`config.mk`:
```
export PLATFORM = sky130hd
export DESIGN_NAME = ptbl_alu
export DESIGN_NICKNAME = d
export VERILOG_FILES = /design/src/design/assert_macros.svh /design/src/design/ptbl_pkg.sv /design/src/design/ptbl_alu.sv
export SDC_FILE = /design/constraint.sdc
export NUM_CORES = 1
export LEC_CHECK = 0
export ABC_AREA = 1
export CORE_ASPECT_RATIO = 1.25
export CORE_MARGIN = 8
export CORE_UTILIZATION = 45
export DETAILED_ROUTE_END_ITERATION = 10
export DONT_BUFFER_PORTS = 1
export GPL_ROUTABILITY_DRIVEN = 0
export PLACE_DENSITY = 0.58
export SLEW_MARGIN = 40
export SYNTH_ARGS = -nofsm -noshare
export SYNTH_HDL_FRONTEND = slang
export SYNTH_SLANG_ARGS = --single-unit
export TNS_END_PERCENT = 20
```
`constraint.sdc`:
```
create_clock -name clk -period 17.3 [get_ports clk]
set_input_delay 1.73 -clock clk [delete_from_list [all_inputs] [get_ports clk]]
set_output_delay 1.73 -clock clk [all_outputs]
set_load 0.01 [all_outputs]
```
`src/design/assert_macros.svh`:
```
// assertion macros for the limiter rtl
`ifndef ASSERT_MACROS_SVH
`define ASSERT_MACROS_SVH

// checked on every clock edge outside reset
`define PTBL_ASSERT(lbl, prop, msg) \
  lbl: assert property (@(posedge clk) disable iff (!rst_n) prop) else $error(msg);

// checked on every clock edge, reset included
`define PTBL_ASSERT_ALWAYS(lbl, prop, msg) \
  lbl: assert property (@(posedge clk) prop) else $error(msg);

`endif

```
`src/design/ptbl_pkg.sv`:
```
// shared types and constants for the per-address token bucket limiter
`timescale 1ns / 1ps

package ptbl_pkg;

  localparam int TABLE_SLOTS = 1024;
  localparam int SLOT_W      = $clog2(TABLE_SLOTS);

  localparam logic [31:0] HASH_MULT = 32'd2654435761;

  // outcome codes
  localparam logic [2:0] OUT_NEW    = 3'd0;
  localparam logic [2:0] OUT_ADMIT  = 3'd1;
  localparam logic [2:0] OUT_REFUSE = 3'd2;
  localparam logic [2:0] OUT_FULL   = 3'd3;
  localparam logic [2:0] OUT_ZERO   = 3'd4;

  // register indexes
  localparam logic [7:0] REG_TOKENS   = 8'd0;
  localparam logic [7:0] REG_INTERVAL = 8'd1;

  // shared unit operations
  localparam logic ALU_MUL = 1'b0;
  localparam logic ALU_SUB = 1'b1;

  typedef struct packed {
    logic [31:0] refill_time;
    logic [7:0]  tokens;
    logic [31:0] address;
  } slot_t;

  typedef struct packed {
    logic              en;
    logic [SLOT_W-1:0] addr;
    slot_t             data;
  } slot_wr_t;

endpackage

```
`src/design/ptbl_alu.sv`:
```
// shared multiply / subtract unit with registered result
`timescale 1ns / 1ps

module ptbl_alu (
  input  logic        clk,
  input  logic        op,
  input  logic [31:0] a,
  input  logic [31:0] b,
  output logic [31:0] res
);
  import ptbl_pkg::*;

  logic [63:0] prod;
  logic [31:0] res_nxt;
  logic [31:0] res_r;

  assign prod = a * b;

  always_comb begin
    case (op)
      ALU_MUL: res_nxt = prod[31:0];
      ALU_SUB: res_nxt = a - b;
      default: res_nxt = a - b;
    endcase
  end

  always_ff @(posedge clk) begin
    res_r <= res_nxt;
  end

  assign res = res_r;

endmodule

```
==> results.json <==
{
  "status": "complete, no violations",
  "drt-total-wl_um": 57700,
  "finalSetupTns_ps": 0,
  "dr.pass1.iters": 5,
  "post-route-cell-area_mm2": 0.0202,
  "dp_hpwl_um": 46200,
  "syn_area_per_cell_um2": 7.22,
  "fin_crit_ps": 7720,
  "slew_viol_final": 0,
  "antenna_found_initial": 0,
  "synth_nets": 3396,
  "crit_family": "adder cells",
  "start_util_pct": 45.4,
  "critPathMostFrequentCell": "fa_1",
  "ant_nets": 0,
  "setup_viol": 0,
  "synth_area_leaders": "fa_1 (41%), inv_1 (16%), nand2_1 (15%)",
  "synthTopCellsByCount": "inv_1 (829), nand2_1 (786), fa_1 (409), ha_1 (170), a21oi_1 (86)",
  "crit_buf_inv": 5,
  "die_h_um": 251,
  "period_share_pct": 44.6,
  "numCtsBuffers": 5,
  "hold_violations": 0,
  "drive_gt1_share_pct": 1.89,
  "clk_path_buf_depth": 2,
  "synth_edf_count": 0,
  "slew_headroom_pct": 62.1,
  "synthCells": 2751,
  "port-buffer-count": 0,
  "fin_hold_ws_ps": 1580,
  "die-area_mm2": 0.0512,
  "grt_util_all_layers_pct": 23.3,
  "synth_area_mm2": 0.0199,
  "layout-area-overhead-vs-synth_pct": 1.86,
  "cp_max_fo": 31,
  "htree_num_levels": 2,
  "hold_buffers": 0,
  "nNetsFinal": 3293,
  "die_w_um": 204,
  "grt_max_degree": 37,
  "vias": 16200,
  "antennaDiodeCount": 0,
  "fillers": 4430,
  "ys_warn_count": 0,
  "worstPathArrival_ps": 7960,
  "synth_cell_types": 49,
  "postCtsSetupBuffers": 0,
  "wire_per_inst_um": 17.9,
  "synth_top_area_share_pct": 41.2,
  "ctsRootBufferMaster": "clkbuf_16",
  "max_stage_delay_ps": 540,
  "hold_class": "in -> reg",
  "clock_sinks": 32,
  "cp_slowest_cell": "fa_1",
  "ioPinCount": 98,
  "synth_seq_cells": 32,
  "clock.fmax_mhz": 130,
  "rsz0062_at_grt": "false",
  "drc": 0,
  "async_flop_share_pct": 0,
  "first_global_vias": 17500,
  "grt_pass1_wl_um": 94200,
  "synth_seq_area_share_pct": 3.22,
  "tightest_slew_ps": 567,
  "routed_via_density": 5.04,
  "critPathLaunchType": "primary input",
  "drt_iter0_drc": 948,
  "largest_reg_flops": 32,
  "synth_top_area_cell": "fa_1",
  "crit_required_ps": 17540,
  "ctsResizeCount": 0,
  "core_region_area_mm2": 0.0438,
  "ys.flop_type": "dfxtp_1",
  "path_class": "in -> reg",
  "grt.overflow.total": 0,
  "synth_most_common_cell": "inv_1",
  "tritoncts": "done",
  "max-cap-violations": 0,
  "rows": 86,
  "endpoint_kind": "register",
  "path_clk_slew_ps": 60,
  "place_area_mm2": 0.0201
}
per-layer routing:
layer | GRT usage, % | part of all wire, % | wire, µm | vias to the layer above
li1 | - | - | - | 7606
met1 | 29.4 | 40 | 23400 | 8069
met2 | 41.6 | 51 | 29300 | 472
met3 | 3.03 | 6.2 | 3600 | 73
met4 | 5.48 | 2.5 | 1450 | 0
met5 | 0 | 0 | 0 | -
kinds of logic after synthesis:
kind of cell             share of synthesized area, %
AND/OR/NAND/NOR                                  19.3
buffers and inverters                            18.4
adder cells (fa/ha/maj)                          51.9
AO/OA/AOI/OAI                                    6.03
flip-flops                                       3.22
XOR/XNOR                                         1.19
cells in the final DEF, fill, tap and decap left out, drive strengths merged, types with 8 or more instances in the layout:
master / count
inv: 837
nand2: 801
fa: 409
ha: 170
a21oi: 91
o21ai: 79
nand3: 60
nor2: 55
dfxtp: 32
xnor2: 16
o21bai: 15
xor2: 11
nor3: 11
nand3b: 10
a21o: 9
nand4: 8
per-stage QoR:
stage / instances / worst slack (ps) / util [%]
global placement: 3213 / 9310 / 45.9
detailed placement: 3213 / 9330 / 45.9
global route: 3221 / 9150 / 46.2
finish: 3221 / 9580 / 46.2
floorplan: 2751 / 9480 / -
CTS: 3221 / 9590 / 46.2
path summary, 6_finish.rpt:
path,start,end,slack (ps),cells after the start
hold / removal,op,res[5]$_DFF_P_,1580,1
setup / recovery,b[2],res[26]$_DFF_P_,9580,25
layout make-up:
class / count / area, µm² / share of cell area [%]
Clock inverter: 2 / 15.0 / 0.0742
Multi-Input combinational cell: 1770 / 15600 / 77.0
Inverter: 839 / 3150 / 15.6
Clock buffer: 6 / 139 / 0.686
Sequential cell: 32 / 641 / 3.17
Tap cell: 572 / 716 / 3.54
Power is not shown: default switching activity piles up to over one toggle a cycle in this logic, so the estimate is an artifact.
